**src/rtl/ast_pkg.sv**
```systemverilog
// Shared constants, register indexes and control types for the stutter looper.
// No dependencies; compiled first.
`timescale 1ns / 1ps
`default_nettype none
package ast_pkg;

    localparam int BUFFER_DEPTH_DEF = 65536;
    localparam int FADE_MAX_DEF     = 64;

    localparam int SAMPLE_W  = 16;
    localparam int FRAC_BITS = 12;
    localparam int OFS_W     = 28;
    localparam int LEN_W     = 16;
    localparam int STEP_W    = 15;

    localparam int LEN_MIN  = 32;
    localparam int STEP_MIN = 205;
    localparam int STEP_MAX = 16384;

    localparam int CFG_IDX_W  = 2;
    localparam int CFG_DATA_W = 16;

    localparam logic [CFG_IDX_W-1:0] REG_SLICE_LENGTH = 2'd0;
    localparam logic [CFG_IDX_W-1:0] REG_PITCH_STEP   = 2'd1;
    localparam logic [CFG_IDX_W-1:0] REG_REVERSE_PLAY = 2'd2;

    localparam logic [LEN_W-1:0]  LEN_RESET  = 16'd4410;
    localparam logic [STEP_W-1:0] STEP_RESET = 15'd4096;

    typedef struct packed {
        logic wr;
        logic rd;
    } mem_ctl_t;

endpackage
`default_nettype wire

```
**src/rtl/ast_div.sv**
```systemverilog
// Restoring divider, one quotient bit per cycle, divisor shifted right each step.
// Depends on ast_pkg only for the shared import style.
`timescale 1ns / 1ps
`default_nettype none
module ast_div
    import ast_pkg::*;
#(
    parameter int DV_W = 38,
    parameter int DS_W = 19,
    parameter int Q_W  = 17
)(
    input  wire logic            clk,
    input  wire logic            rst_n,
    input  wire logic            start,
    input  wire logic [DV_W-1:0] dividend,
    input  wire logic [DS_W-1:0] divisor,
    output logic                 busy,
    output logic [Q_W-1:0]       quot
);

    localparam int CW = $clog2(Q_W + 1);

    logic [CW-1:0]   cnt_reg;
    logic            busy_reg;
    logic [DV_W-1:0] rem_reg;
    logic [DV_W-1:0] dsr_reg;
    logic [Q_W-1:0]  q_reg;

    always_ff @(posedge clk or negedge rst_n)
    begin
        if (!rst_n)
        begin
            busy_reg <= 1'b0;
            cnt_reg  <= '0;
        end
        else if (start)
        begin
            busy_reg <= 1'b1;
            cnt_reg  <= CW'(Q_W);
        end
        else if (busy_reg)
        begin
            cnt_reg <= cnt_reg - 1'b1;
            if (cnt_reg == CW'(1))
            begin
                busy_reg <= 1'b0;
            end
        end
    end

    always_ff @(posedge clk)
    begin
        if (start)
        begin
            rem_reg <= dividend;
            dsr_reg <= DV_W'(divisor) << (Q_W - 1);
            q_reg   <= '0;
        end
        else if (busy_reg)
        begin
            if (rem_reg >= dsr_reg)
            begin
                rem_reg <= rem_reg - dsr_reg;
                q_reg   <= {q_reg[Q_W-2:0], 1'b1};
            end
            else
            begin
                q_reg <= {q_reg[Q_W-2:0], 1'b0};
            end
            dsr_reg <= dsr_reg >> 1;
        end
    end

    assign busy = busy_reg;
    assign quot = q_reg;

endmodule
`default_nettype wire

```
**config.mk**
```make
export PLATFORM = sky130hd
export DESIGN_NAME = ast_div
export DESIGN_NICKNAME = d
export VERILOG_FILES = /design/src/rtl/ast_pkg.sv /design/src/rtl/ast_div.sv
export SDC_FILE = /design/constraint.sdc
export NUM_CORES = 1
export LEC_CHECK = 0
export ABC_AREA = 1
export BUFFER_PORTS_ARGS = -buffer_cell sky130_fd_sc_hd__clkbuf_2
export CAP_MARGIN = 40
export CORE_MARGIN = 1.5
export CORE_UTILIZATION = 50
export DETAILED_ROUTE_END_ITERATION = 6
export PLACE_DENSITY = 0.75
export SLEW_MARGIN = 0
export SYNTH_ARGS = -nofsm -noshare
export SYNTH_HDL_FRONTEND = slang
export SYNTH_SLANG_ARGS = --single-unit
```
**constraint.sdc**
```tcl
create_clock -name clk -period 2.5 [get_ports clk]
set_input_delay 0.25 -clock clk [delete_from_list [all_inputs] [get_ports clk]]
set_output_delay 0.25 -clock clk [all_outputs]
set_load 0.01 [all_outputs]
```
---- After elaboration in Yosys (flattened, before gate mapping) ----
Cells that the tools add are included.
word-level totals
  bits of input ports ..................... 60
  logic and storage cells ................. 24
  output and inout bits ................... 18
  register bits after elaboration ......... 96
cells by class
  eq/ne operators ......................... 1
  add/subtract/negate cells ............... 2
  magnitude comparators ................... 1
  mux-type cells .......................... 11
  reduce and logical (&&, ||, !) cells .... 3
operators by type and width
  cell                                                                   number
  38-bit 2-to-1 mux                                                      3
  35-bit 2-to-1 mux                                                      2
  38-bit by 35-bit greater-or-equal comparator with 1-bit output         1
  38-bit by 35-bit subtractor with 38-bit output                         1
  5-bit 2-to-1 mux                                                       2
  5-bit by 1-bit equality test with 1-bit output, second input constant  1
  5-bit by 1-bit subtractor with 5-bit output, second input constant     1
  1-bit 2-to-1 mux                                                       4
  2-bit nonzero test                                                     2
  2-bit AND reduction                                                    1

---- Longest topological paths before layout ----
Gate-level depths: netlist of run 1.
  depth in word-level cells ............... 4
  mapped depth ............................ 15
  depth with buffers taken out ............ 15

---- Least setup slack after synthesis of run 1 ----
OpenSTA, ideal clock, no wires.
  path type ............................... flip-flop to flip-flop
  from .................................... reg rem_reg[0]
  to ...................................... reg rem_reg[0] (enable)
  buffers on the path ..................... 0
  stages on the path, launching flop included .. 13
  slack ................................... -0.274 ns
  library setup time ...................... 0.396 ns
  data required time ...................... 2.104 ns
  arrival time ............................ 2.378 ns
  period minus slack after synthesis ...... 2.774 ns
  cells stage by stage .................... edfxtp_1 > inv_1 > ha_1 > fa_1 > inv_1 > nand3_1 > nand3_2 > nand2_1 > nand2_1 > nand4_1 > nand4_1 > nand2_1 > nand2_1
between the ends
  cells in the longest elaborated chain, start to end .. 3
ends and longest elaborated chain
  what                                                            RTL line       RTL
  start, declared                                                 ast_div.sv:25  logic [DV_W-1:0] rem_reg;
  start signal, assigned                                          ast_div.sv:55  rem_reg <= dividend;
  start signal, assigned                                          ast_div.sv:63  rem_reg <= rem_reg - dsr_reg;
  38-bit by 35-bit greater-or-equal comparator with 1-bit output  ast_div.sv:61  if (rem_reg >= dsr_reg)
  2-bit nonzero test (no source line)                             -
  2-bit AND reduction (no source line)                            -
No other way between the ends.
A chain may end at the register's enable or synchronous reset.

---- Worst setup path in the final report of run 1 ----
  from .................................... reg rem_reg[0]
  to ...................................... reg rem_reg[4] (enable)
Same word-level chain as after synthesis.

==> results of run 1 <==
## stage by stage
stage	hold slack (ps)	setup TNS (ps)	power, uW	worst slack (ps)
floorplan	-45.59	0	6082	76.78
global placement	87.35	0	7185	239.7
detailed placement	85.21	0	7266	151.6
CTS	143.3	0	8675	135.8
global route	165.6	-441.3	9623	-27.56
finish	146.8	0	8862	107.1
## area by class of cell
cell class / count / share of cell area (%)
Clock buffer: 9 / 2.960
Clock inverter: 7 / 0.9045
Inverter: 170 / 8.387
Multi-Input combinational cell: 652 / 44.20
Sequential cell: 96 / 33.15
Tap cell: 172 / 2.828
Timing Repair Buffer: 94 / 7.565
## path summary, 6_finish.rpt
kind	endpoint	start	slack [ps]	depth (start not counted)
hold / removal	dsr_reg[34]	divisor[18]	150	3
min in group asynchronous	cnt_reg[3]	rst_n	240	2
setup reg to reg	rem_reg[4]	rem_reg[0]	110	13
max in group asynchronous	cnt_reg[4]	rst_n	2100	2
setup / recovery	rem_reg[4]	rem_reg[0]	110	13
hold reg to reg	quot[0]	quot[0]	480	2
## worst max-delay path: stages, from the launching register on
cell and delay, ps:
edfxtp_1 320, inv_1 40, ha_1 210, fa_1 380, inv_2 90, nand3_1 80
nand3_2 110, nand2_1 60, nand2_1 120, nand4_1 100, nand4_1 120, nand2_1 110
nand2_4 160, clkbuf_16 190
## kinds of logic (layout without fill, tap and decap cells)
group,count (synthesis),after routing,share of synthesized area (%)
adder cells (fa/ha/maj),38,38,7.371
AND/OR/NAND/NOR,481,481,31.55
buffers and inverters,189,280,10.86
XOR/XNOR,12,12,1.604
AO/OA/AOI/OAI,121,121,10.12
flip-flops,96,96,38.50
## synthesized netlist by cell type (4+ instances only)
master    count
a21oi_1      35
buf_1         4
clkbuf_1     13
dfrtp_1       6
dfxtp_1      33
edfxtp_1     57
ha_1         37
inv_1       164
inv_2         6
nand2_1     313
nand2_2      14
nand3_1      45
nand3_2       7
nand3b_1      5
nor2_1       67
nor2_2        5
nor3_1        9
o21ai_0      40
o21ai_1       9
o22ai_1      30
or2_2         4
xnor2_1      12
## per-layer routing
layer | share of wire (%) | global-route usage (%)
met5 | 0 | 0
met4 | 2.6 | 8.460
met3 | 7.2 | 3.731
met2 | 44 | 37.54
met1 | 46 | 34.44
## repair_timing
item                                    4_1_cts  5_1_grt
buffers inserted                              0        2
hold buffers                                  1        0
endpoints found under the setup margin        0       38
resized for setup                             0       10
endpoints found under the hold margin         6        0
## power by group through the flow
| stage | logic, uW | registers [uW] | clock network, uW |
|---|---|---|---|
| after floorplan | 3730 | 2350 | 0 |
| after global placement | 4820 | 2370 | 0 |
| after detailed placement | 4870 | 2390 | 0 |
| after CTS | 4910 | 2360 | 1400 |
| after global routing | 5740 | 2410 | 1470 |
| final | 5110 | 2370 | 1380 |
==> qor.yml, run 1 <==
outcome:
  outcome: "finished, final reports clean"
placed_design:
  hpwl_mm: 12.53
  io_buffer_count: 77
  place_congestion: 0.9841
  dp.cells: 1179
  placed_area_sq_um: 7197
clock_tree:
  root_buffer: "clkbuf_16"
  path_clk_slew_ps: 70
  h-tree-depth: 3
  cts_tree: "yes"
  clock-sinks: 96
  cts_buffer_depth: 2
  cts_buffers: 9
  clk_latency_ps: 360
layout:
  num-nets-final: 1121
  fin_cells: 1200
  final_common_cell: "nand2_1"
  ff_latch_area_sq_um: 2522
  final_cell_mix: "nand2_1 (312), inv_1 (162), clkbuf_2 (77), nor2_1 (64), edfxtp_1 (57)"
  final_util_pct: 59.81
  nFillCells: 1269
  largest_register_ffs: 38
  layout-drive-gt1-share_pct: 15.86
  antenna_cells: 0
  multi_input_area_sq_um: 3363
  syn_to_final_growth_pct: 16.12
  fin_area_sq_um: 7609
logic_synthesis:
  ys_top_cells_by_area: "edfxtp_1 (26%), nand2_1 (18%), dfxtp_1 (10%)"
  ys_ff_latch: 96
  syn_inst: 937
  synth_top_cell_by_area: "edfxtp_1"
  ys_types: 35
  synth_fp_nets: 1035
  yosys_most_used_dff: "edfxtp_1"
  async_reset_ff_share_pct: 6.250
  synth_edf_count: 57
  synth-seq-area-share_pct: 38.50
  synth_top_area_share_pct: 26.12
  syn_area_sq_um: 6553
  yosysWarnings: 0
  syn_avg_cell_area_sq_um: 6.993
critical_path:
  cp.required_ps: 2570
  worstSetupPathType: "reg2reg"
  cp.arrival_ps: 2470
  crit_fanout: 10
  setup.worst_path.end_class: "flip-flop"
  worstSetupStartpointType: "flip-flop"
detailed_routing:
  vias_per_cell: 5.104
  drc_errors: 0
  drt_iter0_markers: 470
  wire_per_inst_um: 13.73
  drt_pass1_iterations: 5
  vias: 6125
  ant_nets: 0
  wl_mm: 16.48
grt:
  grt_pass1_wl_mm: 27.09
  track_usage_pct: 24.18
  grt_pass1_vias: 5716
  grt_max_degree: 51
  overflow: 0
  antenna_found_initial: 0
job:
  cap_violations: 0
pwr:
  p_leak_uw: 0.003816
  pwr-share-clk_pct: 15.6
  switchingPower_uw: 4133
  switching_share_pct: 46.64
  ir_worst_vdd_uv: 527.2
  power_density_nw_per_um2: 1165
  p_comb_share_pct: 57.6
  internal-power_uw: 4729
  seqPwrFrac_pct: 26.7
hold_path:
  hp-class: "in2reg"
floorplanning:
  initial_core_util_pct: 51.50
  fp-row-count: 41
  io_pins: 78
  die_w_um: 117.5
  design.core.area_sq_um: 12720
  die-area_sq_um: 13800
  die_h_um: 117.5
sta:
  finalCritPeriodShare_pct: 95.72
  finalHoldViolations: 0
  min_period_ps: 2393
  fmax_ghz: 0.4179
  finalMaxSlewViolations: 0
  slew-limit-headroom_pct: 68.71
  worst_pin_slew_ps: 469.4
  setup-violations-final: 0
  clock_skew_ps: 7.999
Power figures use the tool's default switching activity.
==> run 2: changes to the inputs <==
--- a/config.mk
+++ b/config.mk
@@ -6,12 +6,14 @@
 export NUM_CORES = 1
 export LEC_CHECK = 0
 export ABC_AREA = 1
-export BUFFER_PORTS_ARGS = -buffer_cell sky130_fd_sc_hd__clkbuf_2
+export BUFFER_PORTS_ARGS = -buffer_cell sky130_fd_sc_hd__buf_4
 export CAP_MARGIN = 40
+export CELL_PAD_IN_SITES_DETAIL_PLACEMENT = 0
+export CELL_PAD_IN_SITES_GLOBAL_PLACEMENT = 1
 export CORE_MARGIN = 1.5
-export CORE_UTILIZATION = 50
+export CORE_UTILIZATION = 39
 export DETAILED_ROUTE_END_ITERATION = 6
-export PLACE_DENSITY = 0.75
+export PLACE_DENSITY = 0.8
 export SLEW_MARGIN = 0
 export SYNTH_ARGS = -nofsm -noshare
 export SYNTH_HDL_FRONTEND = slang
==> run 2 against run 1 <==
- clock skew shrank 1.8 ps
- via count shrank 2.8%
- clock power shrank 6%
- setup slack gained 18 ps
- fmax grew 0.76%
- first-iteration DRC count shrank 25%
- wire length grew 5.7%
- sequential power is essentially flat
- die area grew 27%
- critical path depth is the same
- combinational power grew 1%
- flip-flop and latch count is the same
- largest cell class unchanged
- largest power group unchanged
==> qor.yml, run 2 (same netlist as run 1, synthesis figures left out) <==
pwr:
  p_comb_share_pct: 58.6  # +1.0 points
  p_leak_uw: 0.003874  # +1.5%
  seqPwrFrac_pct: 26.7  # about the same
  p_total_uw: 8833  # -0.33%
  ir_worst_vdd_uv: 402.2  # -24%
  power_density_nw_per_um2: 1126  # -3.3%
  internal-power_uw: 4732  # about the same
  switchingPower_uw: 4101  # -0.78%
  switching_share_pct: 46.43  # -0.21 points
  pwr-share-clk_pct: 14.7  # -0.9 points
placed_design:
  io_buffer_count: 77  # unchanged
  placed_area_sq_um: 7492  # +4.1%
  place_congestion: 0.9299  # -5.5%
  hpwl_mm: 13.53  # +8.0%
sta:
  slew-limit-headroom_pct: 48.93  # -20 points
  finalMaxSlewViolations: 0  # unchanged
  setup-violations-final: 0  # unchanged
  finalHoldViolations: 0  # unchanged
  min_period_ps: 2375  # -17.96 ps
  setup_tns_ps: 0  # unchanged
  fmax_ghz: 0.4211  # +0.76%
  finalCritPeriodShare_pct: 95.00  # -0.72 points
  clock_skew_ps: 6.238  # -1.761 ps
  worst_pin_slew_ps: 766.0  # +296.6 ps
critical_path:
  setup.worst_path.end_class: "flip-flop"
  r2r_start: "rem_reg[0]"
  crit_fanout: 9  # -1
  worst-r2r-setup-slack_ps: 130  # +20 ps
  timing.rr.end: "rem_reg[13]"
  cp_top_family: "simple AND/OR/NAND/NOR gates"
  cpPeakStageDelay_ps: 380  # about the same
  cp_slowest_cell: "fa_1"
  worstSetupStartpointType: "flip-flop"
  cp.required_ps: 2570  # about the same
  worstSetupPathType: "reg2reg"
  r2r.worst_path.cells: 13  # unchanged
  path_cells: "inv_1, ha_1, fa_1, inv_2, nand3_1, nand3_2, nand2_1, nand2_2, nand4_1, nand4_1, nand2_1, nand2_4, clkbuf_16"
  crit_buf_inv: 3  # unchanged
  cp.arrival_ps: 2440  # -30 ps
grt:
  antenna_found_initial: 0  # unchanged
  grt_pass1_vias: 5741  # +0.44%
  track_usage_pct: 20.24  # -3.9 points
  overflow: 0  # unchanged
  grt_pass1_wl_mm: 28.28  # +4.4%
  grt_max_degree: 78  # +53%
job:
  cap_violations: 0  # unchanged
hold_path:
  hp-class: "in2reg"
  hp-start: "divisor[18]"
  min_to: "dsr_reg[34]"
  holdPathStages: 3  # unchanged
detailed_routing:
  drt_pass1_iterations: 6  # +1
  wire_per_inst_um: 13.94  # +1.5%
  drt_iter0_markers: 352  # -25%
  vias: 5954  # -2.8%
  drc_errors: 0  # unchanged
  vias_per_cell: 4.763  # -6.7%
  wl_mm: 17.42  # +5.7%
  ant_nets: 0  # unchanged
layout:
  antenna_cells: 0  # unchanged
  largest_register_ffs: 38  # unchanged
  fin_area_sq_um: 7845  # +3.1%
  layout-drive-gt1-share_pct: 15.92  # +0.066 points
  final_common_cell: "nand2_1"
  num-nets-final: 1123  # +0.18%
  final_cell_mix: "nand2_1 (310), inv_1 (162), buf_4 (90), nor2_1 (64), edfxtp_1 (57)"
  syn_to_final_growth_pct: 19.72
  nFillCells: 1723  # +36%
floorplanning:
  die-area_sq_um: 17590  # +27%
  io_pins: 78  # unchanged
  initial_core_util_pct: 39.65  # -12 points
  die_w_um: 132.6  # +13%
  design.core.area_sq_um: 16520  # +30%
  die_h_um: 132.6  # +13%
  fp-row-count: 47  # +15%
clock_tree:
  cts_buffer_depth: 2  # unchanged
  h-tree-depth: 3  # unchanged
  path_clk_slew_ps: 70  # about the same
  root_buffer: "clkbuf_16"
  clock-sinks: 96  # unchanged
  clk_latency_ps: 350  # about the same
  cts_tree: "yes"
  cts_buffers: 9  # unchanged
outcome:
  outcome: "finished, final reports clean"
## run 2: through the flow
stage               std cells  utilization, %  setup WS [ps]  hold WS [ps]
global route             1250           47.47         -12.58         164.9
finish                   1250           47.47          125.1         151.7
CTS                      1248           47.04          96.00         141.0
global placement         1231           45.34          171.1         62.91
detailed placement       1231           45.34          94.20         62.34
floorplan                 937               -          76.78        -45.59
## run 2: power groups by stage
stage                     logic [uW]  clock network (uW)  registers (uW)
final                           5180                1300            2350
after global routing            5860                1400            2400
after CTS                       5100                1330            2360
after detailed placement        5070                   0            2390
after global placement          5040                   0            2370
after floorplan                 3730                   0            2350
## run 2: metal layers
metal	wire length, um	global-route usage (%)
met5	0	0
met4	346	6.166
met3	825	3.372
met2	7461	32.00
met1	8786	28.43
## run 2: how the worst max path moves through the flow
stage	startpoint	end	slack (ps)	cells past startpoint
after global routing	rem_reg[23]	rem_reg[16]	-10	10
final	rem_reg[0]	rem_reg[13]	130	13
after CTS	rem_reg[0]	rem_reg[30]	100	15
after floorplan	rem_reg[0]	rem_reg[0]	80	12
after detailed placement	rem_reg[0]	rem_reg[30]	90	15
after global placement	rem_reg[0]	rem_reg[30]	170	15
## run 2: final cells by class
cell class                 count  area, sq um  share of cell area, %
clock buffer                   9        225.2                  2.871
sequential                    96         2522                  32.15
inverter                     170        638.1                  8.134
timing repair buffer          96        795.8                  10.14
clock inverter                 7        45.04                 0.5742
tap                          220        275.3                  3.509
multi-input combinational    652         3343                  42.62
## run 2: tightest hold or removal path: cells and delay by family
family | cells | cell delay [ps]
buf+inv | 2 | 110
simple gates | 1 | 40
## run 2: repair_timing
item	4_1_cts	5_1_grt
setup buffers	0	0
endpoints found under the setup margin	0	41
hold buffers	1	0
hold endpoints to repair	6	0
resized for setup	0	9
