File: src/rtl/ast_pkg.sv
// Shared constants, register indexes and control types for the stutter looper.
// No dependencies; compiled first.
`timescale 1ns / 1ps
`default_nettype none
package ast_pkg;

    localparam int BUFFER_DEPTH_DEF = 65536;
    localparam int FADE_MAX_DEF     = 64;

    localparam int SAMPLE_W  = 16;
    localparam int FRAC_BITS = 12;
    localparam int OFS_W     = 28;
    localparam int LEN_W     = 16;
    localparam int STEP_W    = 15;

    localparam int LEN_MIN  = 32;
    localparam int STEP_MIN = 205;
    localparam int STEP_MAX = 16384;

    localparam int CFG_IDX_W  = 2;
    localparam int CFG_DATA_W = 16;

    localparam logic [CFG_IDX_W-1:0] REG_SLICE_LENGTH = 2'd0;
    localparam logic [CFG_IDX_W-1:0] REG_PITCH_STEP   = 2'd1;
    localparam logic [CFG_IDX_W-1:0] REG_REVERSE_PLAY = 2'd2;

    localparam logic [LEN_W-1:0]  LEN_RESET  = 16'd4410;
    localparam logic [STEP_W-1:0] STEP_RESET = 15'd4096;

    typedef struct packed {
        logic wr;
        logic rd;
    } mem_ctl_t;

endpackage
`default_nettype wire

File: src/rtl/ast_mul.sv
// Bit-serial signed-by-unsigned shift-add multiplier, one multiplier bit per cycle.
// Depends on ast_pkg only for the shared import style.
`timescale 1ns / 1ps
`default_nettype none
module ast_mul
    import ast_pkg::*;
#(
    parameter int MA = 30,
    parameter int MB = 19
)(
    input  wire logic                 clk,
    input  wire logic                 rst_n,
    input  wire logic                 start,
    input  wire logic signed [MA-1:0] a,
    input  wire logic        [MB-1:0] b,
    output logic                      busy,
    output logic signed [MA+MB-1:0]   p
);

    localparam int CW = $clog2(MB + 1);

    logic [CW-1:0]          cnt_reg;
    logic                   busy_reg;
    logic signed [MA-1:0]   a_reg;
    logic [MA+MB:0]         prod_reg;
    logic signed [MA:0]     hi;
    logic signed [MA:0]     sum;

    always_comb
    begin
        hi  = $signed(prod_reg[MA+MB:MB]);
        sum = hi + (prod_reg[0] ? {a_reg[MA-1], a_reg} : '0);
    end

    always_ff @(posedge clk or negedge rst_n)
    begin
        if (!rst_n)
        begin
            busy_reg <= 1'b0;
            cnt_reg  <= '0;
        end
        else if (start)
        begin
            busy_reg <= 1'b1;
            cnt_reg  <= CW'(MB);
        end
        else if (busy_reg)
        begin
            cnt_reg <= cnt_reg - 1'b1;
            if (cnt_reg == CW'(1))
            begin
                busy_reg <= 1'b0;
            end
        end
    end

    always_ff @(posedge clk)
    begin
        if (start)
        begin
            a_reg    <= a;
            prod_reg <= {{(MA+1){1'b0}}, b};
        end
        else if (busy_reg)
        begin
            prod_reg <= {sum[MA], sum, prod_reg[MB-1:1]};
        end
    end

    assign busy = busy_reg;
    assign p    = $signed(prod_reg[MA+MB-1:0]);

endmodule
`default_nettype wire

File: config.mk
export PLATFORM = sky130hd
export DESIGN_NAME = ast_mul
export DESIGN_NICKNAME = d
export VERILOG_FILES = /design/src/rtl/ast_pkg.sv /design/src/rtl/ast_mul.sv
export SDC_FILE = /design/constraint.sdc
export NUM_CORES = 1
export LEC_CHECK = 0
export ABC_AREA = 1
export BUFFER_PORTS_ARGS = -buffer_cell sky130_fd_sc_hd__buf_4
export CAP_MARGIN = 0
export CORE_ASPECT_RATIO = 1.25
export CORE_MARGIN = 2
export CORE_UTILIZATION = 40
export CTS_CLUSTER_SIZE = 10
export DETAILED_ROUTE_END_ITERATION = 12
export HOLD_SLACK_MARGIN = 0.06
export PLACE_DENSITY_LB_ADDON = 0.05
export SYNTH_ARGS = -nofsm -noshare
export SYNTH_HDL_FRONTEND = slang
export SYNTH_SLANG_ARGS = --single-unit
export TNS_END_PERCENT = 5
File: constraint.sdc
create_clock -name clk -period 5.58 [get_ports clk]
set_clock_uncertainty 0.15 [all_clocks]
set_input_delay 1.116 -clock clk [delete_from_list [all_inputs] [get_ports clk]]
set_output_delay 1.116 -clock clk [all_outputs]
set_load 0.01 [all_outputs]
==> Yosys cells after proc, flatten, opt, wreduce, memory -nomap -nowiden <==
Index checks and enable logic that the tools add are counted.
Widths: inputs -> output; s select.
{ "op_classes": {"add_sub_neg": 2, "n_eq_ne": 1, "n_mux": 8, "reduce_logical": 1} }
{ "op_table": {"columns": ["cell", "n"], "rows": [
  ["$mux 19", 2],
  ["$add 31x31->31", 1],
  ["$mux 31", 1],
  ["$mux 5", 2],
  ["$eq 5x1->1 const B", 1],
  ["$sub 5x1->5 const B", 1],
  ["$mux 1", 3],
  ["$reduce_bool 2->1", 1]
]} }
{ "word_totals": {"reg_bits": 85, "input_bits": 52, "out_inout_bits": 50, "word_cells": 17} }

==> Logic depth before layout (Yosys ltp) <==
Gate-level depths: netlist of the first run.
{ "depth": {"depth_word": 4, "mapped_depth": 16} }

==> Worst setup path after synthesis of the first run <==
No wires, ideal clock.
{ "synth_path": {"path_kind": "input to register", "start": "input port start", "end": "register prod_reg[0] (enable)", "setup_time_ps": 331, "arrival_ps": 2004, "required_ps": 5099, "slack_ps": 3095, "stages": 4, "path_cell_list": "buf_2 nor2_1 buf_2 inv_1"} }
{ "synth_via": {"elab_chain_cells": 1} }
{ "synth_rtl": {"columns": ["element", "line_no", "text"], "rows": [
  ["start, declared", "ast_mul.sv:13", "input wire logic start,"],
  ["$reduce_bool 2->1 (no line)", null, null],
  ["end signal, assigned", "ast_mul.sv:62", "prod_reg <= {{(MA+1){1'b0}}, b};"],
  ["end signal, assigned", "ast_mul.sv:66", "prod_reg <= {sum[MA], sum, prod_reg[MB-1:1]};"],
  ["end, declared", "ast_mul.sv:25", "logic [MA+MB:0] prod_reg;"]
]} }
No other way between the ends.
A chain may end at the register's enable or synchronous reset.

==> Final worst setup path of the first run <==
{ "layout_path": {"start": "input port start", "end": "register prod_reg[12] (data pin)"} }
{ "layout_via": {"elab_chain_cells": 1} }
{ "layout_rtl": {"columns": ["element", "line_no", "text"], "rows": [
  ["$mux 19", "ast_mul.sv:59", "if (start)"]
]} }
No other way between the ends.

==> impl_metrics.ini, run 1 <==
[route]
routed_wl_um = 14500
drt_pass1_iterations = 7
drc = 0
wire_per_inst_um = 13.4
viasPerCell = 4.67
drtIter0Drc = 215
via_count = 5038
ant_nets = 0

[pwr]
vdd_drop_max_v = 0.000171
power_density_mw_per_mm2 = 291
p_leak_uw = 0.00383

[synth]
ys_types = 35
synth_fa_ha_area_frac = 0.0759
synth_seq_area_share = 0.401
synth_warnings = 0
synth_top_family_by_area = simple AND/OR/NAND/NOR gates
synth_compound_area_frac = 0.0621
synth-seq-cells = 85
synth_ff_type = edfxtp_1
synth_area_mm2 = 0.00554
syn_avg_cell_area_um2 = 6.95
synthCells = 797
async_flop_share = 0.0706
yosys-top-cells-area = edfxtp_1, nand2_1, dfxtp_1
synth-xor-area-share = 0.0142
yosys-mux-area-fraction = 0
synth_edf_count = 49
syn-num-nets = 882
synth_top_area_cell = edfxtp_1
yosys.area_share.simple = 0.339
synthDominantCellAreaShare = 0.266

[floorplanning]
io-pin-count = 102
core_mm2 = 0.0137
row_count = 48
dieWidth_um = 109
start_util = 0.404
die_h_um = 136
dieArea_mm2 = 0.0148

[grt]
grt.total_usage = 0.205
grt_overflow = 0
grt_pass1_vias = 4841
grt_pass1_wl_um = 23500
antenna_found_initial = 0
grt_max_degree = 67

[finish]
final_area_mm2 = 0.00677
largest_reg_flops = 49
drive_above_1_share = 0.172
diodes = 0
mostFrequentLayoutCells = nand2_1, inv_1, buf_4
nets = 983
layout_commonest_cell = nand2_1
instances_no_fill = 1078
area_growth_pct = 22.3

[min_path]
hp-class = register to register
whs_path_depth = 2

[timing]
max_freq_mhz = 339
period_minus_slack_ns = 2.95
holdWs_ns = 0.327
slew_violations = 0
hold_viol = 0
worstMarginPinSlew_ns = 0.793
setup_viol = 0
min_period_over_period = 0.529
relSlewSlack = 0.471
worst_slack_ns = 2.63
rsz0062_at_grt = false
fin_setup_tns_ns = 0

[clock_tree]
htree_levels = 3
holdBufCountCts = 0
clk_path_buf_depth = 2
cts_setup_buffers = 0
cts_resized = 0
cts_made_buffers = 9
clk-insertion-delay-late_ns = 0.35
cts_tree = done
root_buffer = clkbuf_16
clkTransAtPathRegs_ns = 0.06
clkSinkCount = 85

[critical_path]
path_max_fanout = 66
critPathArrivalTime_ns = 2.90
cp.required_ns = 5.53
cp-start-kind = input pin
cp-end-kind = register
worstSetupPathType = input pin to register
reg2regPathDepth = 13

[place]
post-place-ws_ns = 2.19
io_buffers = 101
place_inst = 1062
dp_hpwl_um = 11100
dpl-instance-area_mm2 = 0.00648
gp_congestion = 0.928

[outcome]
status = finished, final reports clean

[flow_run]
max-cap-violations = 0
-- worst max-delay path: stages --
cell and delay (ns):
buf_4 0.60, clkinv_1 0.86, nand2_1 0.23, nand2_1 0.06
-- cell usage after synthesis (5+ instances only) --
cell type and count:
dfrtp_1 6, dfxtp_1 30, a21oi_1 29, o21ai_1 5, o21ai_0 14, xnor2_1 8, nand2_1 300, edfxtp_1 49
nand3_2 6, nand3_1 39, ha_1 32, inv_1 139, clkbuf_1 7, nand2_2 14, nor2_1 74
-- final timing paths --
| check | from | end | slack, ns |
|---|---|---|---|
| max | start | prod_reg[12] | 2.63 |
| min | prod_reg[30] | prod_reg[30] | 0.33 |
| max reg2reg | prod_reg[0] | prod_reg[46] | 2.82 |
| min reg2reg | prod_reg[30] | prod_reg[30] | 0.33 |
| max in group asynchronous | rst_n | cnt_reg[2] | 4.75 |
| min in group asynchronous | rst_n | cnt_reg[4] | 0.41 |
-- area by class of cell --
cell class,instances,area [um^2]
Fill cell,1424,6920
Multi-Input combinational cell,554,2720
Sequential cell,85,2220
Timing Repair Buffer,104,781
Inverter,144,541
Clock buffer,11,233
Tap cell,175,219
Clock inverter,5,60.1
-- through the flow --
| step | total power [uW] | util |
|---|---|---|
| finish | 1970 | 0.495 |
| global route | 2100 | 0.495 |
| CTS | 2000 | 0.495 |
| detailed placement | 1380 | 0.473 |
| global placement | 1370 | 0.473 |
| floorplan | 1150 | - |
-- where the power goes --
group	internal, uW	total [uW]	switching [uW]
logic	237	563	326
clock network	349	612	263
registers	743	796	52.3
-- cell families (layout without fill, tap and decap cells) --
kind of cell | Yosys count | after routing
compound gates | 60 | 60
simple gates | 452 | 452
fa+ha+maj | 33 | 33
xor+xnor | 9 | 9
flops | 85 | 85
buf+inv | 158 | 264
-- metal layers --
layer | GRT usage | vias up | share of wire
met4 | 0.0837 | 0 | 0.025
met2 | 0.344 | 122 | 0.49
met1 | 0.260 | 2233 | 0.44
met3 | 0.0346 | 19 | 0.042
met5 | 0 | - | 0
li1 | - | 2664 | -
No activity file was read; power rests on OpenSTA's default activity.
==> run 2: changes to the inputs <==
==> constraint.sdc (replaced) <==
create_clock -name clk -period 2.5 [get_ports clk]
set_clock_uncertainty 0.15 [all_clocks]
set_input_delay 0.5 -clock clk [delete_from_list [all_inputs] [get_ports clk]]
set_output_delay 0.5 -clock clk [all_outputs]
set_load 0.01 [all_outputs]
==> run 2 against run 1 <==
  * Total power up 130%
  * Die area unchanged
  * Global-route usage grew 1.1 points
  * Final cell count grew 1.6%
  * Routed wire length increased by 5.7%
  * Count of clock-buffer cells in the layout up 1
  * Via count is 2.3% higher
  * Sequential power up 120%
  * Final area up 4.4%
==> impl_metrics.ini, run 2 (synthesis gave the netlist of run 1 again) <==
[min_path]
min_to = a_reg[29]
hp-start = a[29]
hp-class = input pin to register
whs_path_depth = 1

[route]
via_count = 5152
ant_nets = 0
drtIter0Drc = 209
routed_wl_um = 15300
drc = 0
viasPerCell = 4.71
drt_pass1_iterations = 6
wire_per_inst_um = 14.0

[critical_path]
cp.required_ns = 2.60
cp-start-kind = register
rr_startpoint = prod_reg[0]
worstPathCellList = nand2_1, inv_1, ha_1, fa_2, nand3_1, nand3_2, nand3_1, nand3_4, nand3_2, nand2_1, nand2_1, nand3_1, nand2_1, inv_1
max_stage_delay_ns = 0.43
critPathArrivalTime_ns = 2.45
path_max_fanout = 5
r2r_setup_slack_ns = 0.15
cp_common_cell = nand2_1
cp-end-kind = register
critPathSlowestCell = edfxtp_1
worstSetupPathType = register to register
reg2regPathDepth = 14
reg2reg_to = prod_reg[38]

[timing]
hold_viol = 0
holdWs_ns = 0.167
max_freq_mhz = 425
rsz0062_at_grt = true
relSlewSlack = 0.521
period_minus_slack_ns = 2.35
min_period_over_period = 0.941
setup_viol = 0
worstMarginPinSlew_ns = 0.719
slew_violations = 0

[floorplanning]
row_count = 48
dieWidth_um = 109
dieArea_mm2 = 0.0148
core_mm2 = 0.0137
die_h_um = 136
start_util = 0.404
io-pin-count = 102

[outcome]
status = finished, final reports clean

[clock_tree]
cts_tree = done
clkSinkCount = 85
clkTransAtPathRegs_ns = 0.07
root_buffer = clkbuf_16
clk-insertion-delay-late_ns = 0.36
clk_path_buf_depth = 2
cts_made_buffers = 9
htree_levels = 3

[finish]
mostFrequentLayoutCells = nand2_1, inv_1, buf_4
nets = 1000
fillCellCount = 1428
drive_above_1_share = 0.226
area_growth_pct = 27.7
largest_reg_flops = 49
diodes = 0
layout_commonest_cell = nand2_1
instances_no_fill = 1095

[flow_run]
max-cap-violations = 0

[pwr]
p_leak_uw = 0.00391
p_total_uw = 4500
vdd_drop_max_v = 0.000331
power_density_mw_per_mm2 = 637

[grt]
grt_pass1_wl_um = 24600
grt_pass1_vias = 5152
grt_max_degree = 62
grt_overflow = 0
grt.total_usage = 0.216
antenna_found_initial = 0

[place]
io_buffers = 101
place_inst = 1077
gp_congestion = 0.946
dp_hpwl_um = 11700
## run 2: worst max-delay path: cells and delay by family, from the launching register on
kind / cells / cell delay (ns)
and+or+nand+nor: 10 / 0.98
adders and majority gates: 2 / 0.60
DFF: 1 / 0.43
buffers and inverters: 2 / 0.08
## run 2: report_power, final
| group | internal [uW] | switching (uW) | leakage, uW |
|---|---|---|---|
| registers | 1660 | 125 | 0.000816 |
| clock network | 776 | 573 | 0.000137 |
| logic | 601 | 769 | 0.00295 |
## run 2: worst max-delay path by stage
stage,from,end,cells past startpoint
5_1_grt,prod_reg[0],prod_reg[43],16
2_1_floorplan,prod_reg[0],prod_reg[42],15
3_5_place_dp,prod_reg[0],prod_reg[44],16
4_1_cts,prod_reg[0],prod_reg[44],16
6_report,prod_reg[0],prod_reg[38],14
3_3_place_gp,prod_reg[0],prod_reg[44],16
## run 2: area by class of cell
| cell class | instances | area (um^2) | area share |
|---|---|---|---|
| Timing Repair Buffer | 121 | 918 | 0.130 |
| Clock buffer | 12 | 236 | 0.0334 |
| Tap cell | 175 | 219 | 0.0310 |
| Multi-Input combinational cell | 554 | 2890 | 0.408 |
| Inverter | 144 | 541 | 0.0764 |
| Sequential cell | 85 | 2220 | 0.314 |
| Clock inverter | 4 | 51.3 | 0.00725 |
## run 2: what timing repair did
| action | 4_1_cts | 5_1_grt |
|---|---|---|
| endpoints found under the hold margin | 6 | 0 |
| pin swaps | 0 | 1 |
| gates resized for setup | 1 | 44 |
| hold buffers | 1 | 0 |
| buffers inserted | 0 | 1 |
| endpoints found under the setup margin | 1 | 17 |
## run 2: stage by stage
stage	worst slack, ns	area (um^2)	util	TNS [ns]
after global placement	0.0262	6590	0.482	0
after CTS	0.0105	6900	0.504	0
final	0.147	7070	0.517	0
after detailed placement	0.0219	6590	0.482	0
after floorplan	0.0993	5540	-	0
after global routing	-0.0434	7070	0.517	-0.123
## run 2: routing by layer
layer  track usage  wire (um)
met1         0.266       6660
met2         0.369       7630
met3        0.0462        788
met4        0.0774        232
met5             0          0
==> run 3: changes to the inputs <==
--- a/config.mk
+++ b/config.mk
@@ -10,7 +10,7 @@
 export CAP_MARGIN = 0
 export CORE_ASPECT_RATIO = 1.25
 export CORE_MARGIN = 2
-export CORE_UTILIZATION = 40
+export CORE_UTILIZATION = 32
 export CTS_CLUSTER_SIZE = 10
 export DETAILED_ROUTE_END_ITERATION = 12
 export HOLD_SLACK_MARGIN = 0.06
==> constraint.sdc (replaced) <==
create_clock -name clk -period 2.9 [get_ports clk]
set_clock_uncertainty 0.15 [all_clocks]
set_input_delay 0.58 -clock clk [delete_from_list [all_inputs] [get_ports clk]]
set_output_delay 0.58 -clock clk [all_outputs]
set_load 0.01 [all_outputs]
==> run 3 against run 2 <==
  * Maximum frequency is 8.6% lower
  * Sequential share of layout area is 1.0 points higher
  * Routed wire length increased by 6.7%
  * Final cell count up 3.1%
  * Total power fell by 17%
  * Critical path depth increased by 1
  * Flip-flop and latch count stayed put
  * Critical endpoint is now prod_reg[42]
==> impl_metrics.ini, run 3 (synthesis gave the netlist of run 1 again) <==
[pwr]
power_density_mw_per_mm2 = 546
p_total_uw = 3740
vdd_drop_max_v = 0.000259
p_leak_uw = 0.00385

[timing]
rsz0062_at_grt = false
setup_viol = 0
relSlewSlack = 0.504
worstMarginPinSlew_ns = 0.743
slew_violations = 0
period_minus_slack_ns = 2.58
max_freq_mhz = 388
min_period_over_period = 0.888
fin_setup_tns_ns = 0
hold_viol = 0

[grt]
grt_pass1_vias = 5087
grt_max_degree = 38
antenna_found_initial = 0
grt_overflow = 0
grt_pass1_wl_um = 26100
grt.total_usage = 0.185

[critical_path]
cp.required_ns = 3.00
critPathBufInv = 3
worstPathCellList = buf_4, nand2_1, inv_1, ha_1, fa_1, nand3_1, nand3_1, nand2_1, nand3_1, nand2_1, nand3_1, nand2_1, nand3_1, nand2_1, inv_1
critPathArrivalTime_ns = 2.68
rr_startpoint = prod_reg[0]
max_stage_delay_ns = 0.46
reg2regPathDepth = 15
reg2reg_to = prod_reg[42]
worstSetupPathType = register to register
cp-start-kind = register
critPathSlowestCell = fa_1
critical_path.top_delay_family = simple AND/OR/NAND/NOR gates
r2r_setup_slack_ns = 0.32
path_max_fanout = 17
cp-end-kind = register

[flow_run]
max-cap-violations = 0

[finish]
layout_commonest_cell = nand2_1
largest_reg_flops = 49
mostFrequentLayoutCells = nand2_1, inv_1, buf_4
area_growth_pct = 23.7
diodes = 0
final_area_mm2 = 0.00685
nets = 989
drive_above_1_share = 0.175

[route]
drtIter0Drc = 198
ant_nets = 0
routed_wl_um = 16300
drt_pass1_iterations = 4
drc = 0
wire_per_inst_um = 14.5
viasPerCell = 4.50
via_count = 5084

[floorplanning]
die_h_um = 151
start_util = 0.327
dieArea_mm2 = 0.0184
dieWidth_um = 122
row_count = 53
io-pin-count = 102
core_mm2 = 0.0169

[min_path]
min_to = a_reg[29]
hp-class = input pin to register
hp-start = a[29]
whs_path_depth = 1

[clock_tree]
cts_made_buffers = 9
clk_path_buf_depth = 2
root_buffer = clkbuf_16
cts_tree = done
clkTransAtPathRegs_ns = 0.07
clkSinkCount = 85
clk-insertion-delay-late_ns = 0.35
htree_levels = 3

[place]
dp_hpwl_um = 12800
gp_congestion = 0.863
io_buffers = 101
dpl-instance-area_mm2 = 0.00658

[outcome]
status = finished, final reports clean
-- run 3: worst max-delay path by stage --
stage | from | end | cells after the start
2_1_floorplan | prod_reg[0] | prod_reg[42] | 15
3_3_place_gp | prod_reg[0] | prod_reg[38] | 15
3_5_place_dp | prod_reg[0] | prod_reg[38] | 15
4_1_cts | prod_reg[0] | prod_reg[42] | 15
5_1_grt | prod_reg[0] | prod_reg[38] | 15
6_report | prod_reg[0] | prod_reg[42] | 15
-- run 3: routing by layer --
metal  wire, um  track usage  up-vias
met5          0            0        -
met4        439       0.0799        0
met3        713       0.0324       23
met2       7830        0.318       99
met1       7350        0.228     2274
li1           -            -     2688
-- run 3: report_power, final --
group	switching, uW	internal (uW)
Combinational	650	463
Sequential	106	1430
Clock	515	580
-- run 3: metrics by stage --
step | instances | setup WS (ns) | util | hold WS [ns]
after global routing | 1129 | 0.0992 | 0.405 | 0.237
after detailed placement | 1112 | 0.325 | 0.389 | 0.245
after global placement | 1112 | 0.386 | 0.389 | 0.244
final | 1129 | 0.325 | 0.405 | 0.249
after floorplan | 797 | 0.499 | - | 0.134
after CTS | 1129 | 0.308 | 0.405 | 0.237
-- run 3: what timing repair did --
item                                   CTS  global route
endpoints found under the hold margin    6             0
buffers inserted                         0             0
hold buffers                             1             0
gates resized for setup                  0             0
-- run 3: final cells by class --
| type | count | area, um^2 |
|---|---|---|
| fillers | 1812 | 10100 |
| clock buffers | 10 | 229 |
| inverters | 144 | 541 |
| flip-flops and latches | 85 | 2220 |
| clock inverters | 6 | 38.8 |
| repair buffers | 110 | 828 |
| multi-input cells | 554 | 2720 |
| well taps | 220 | 275 |
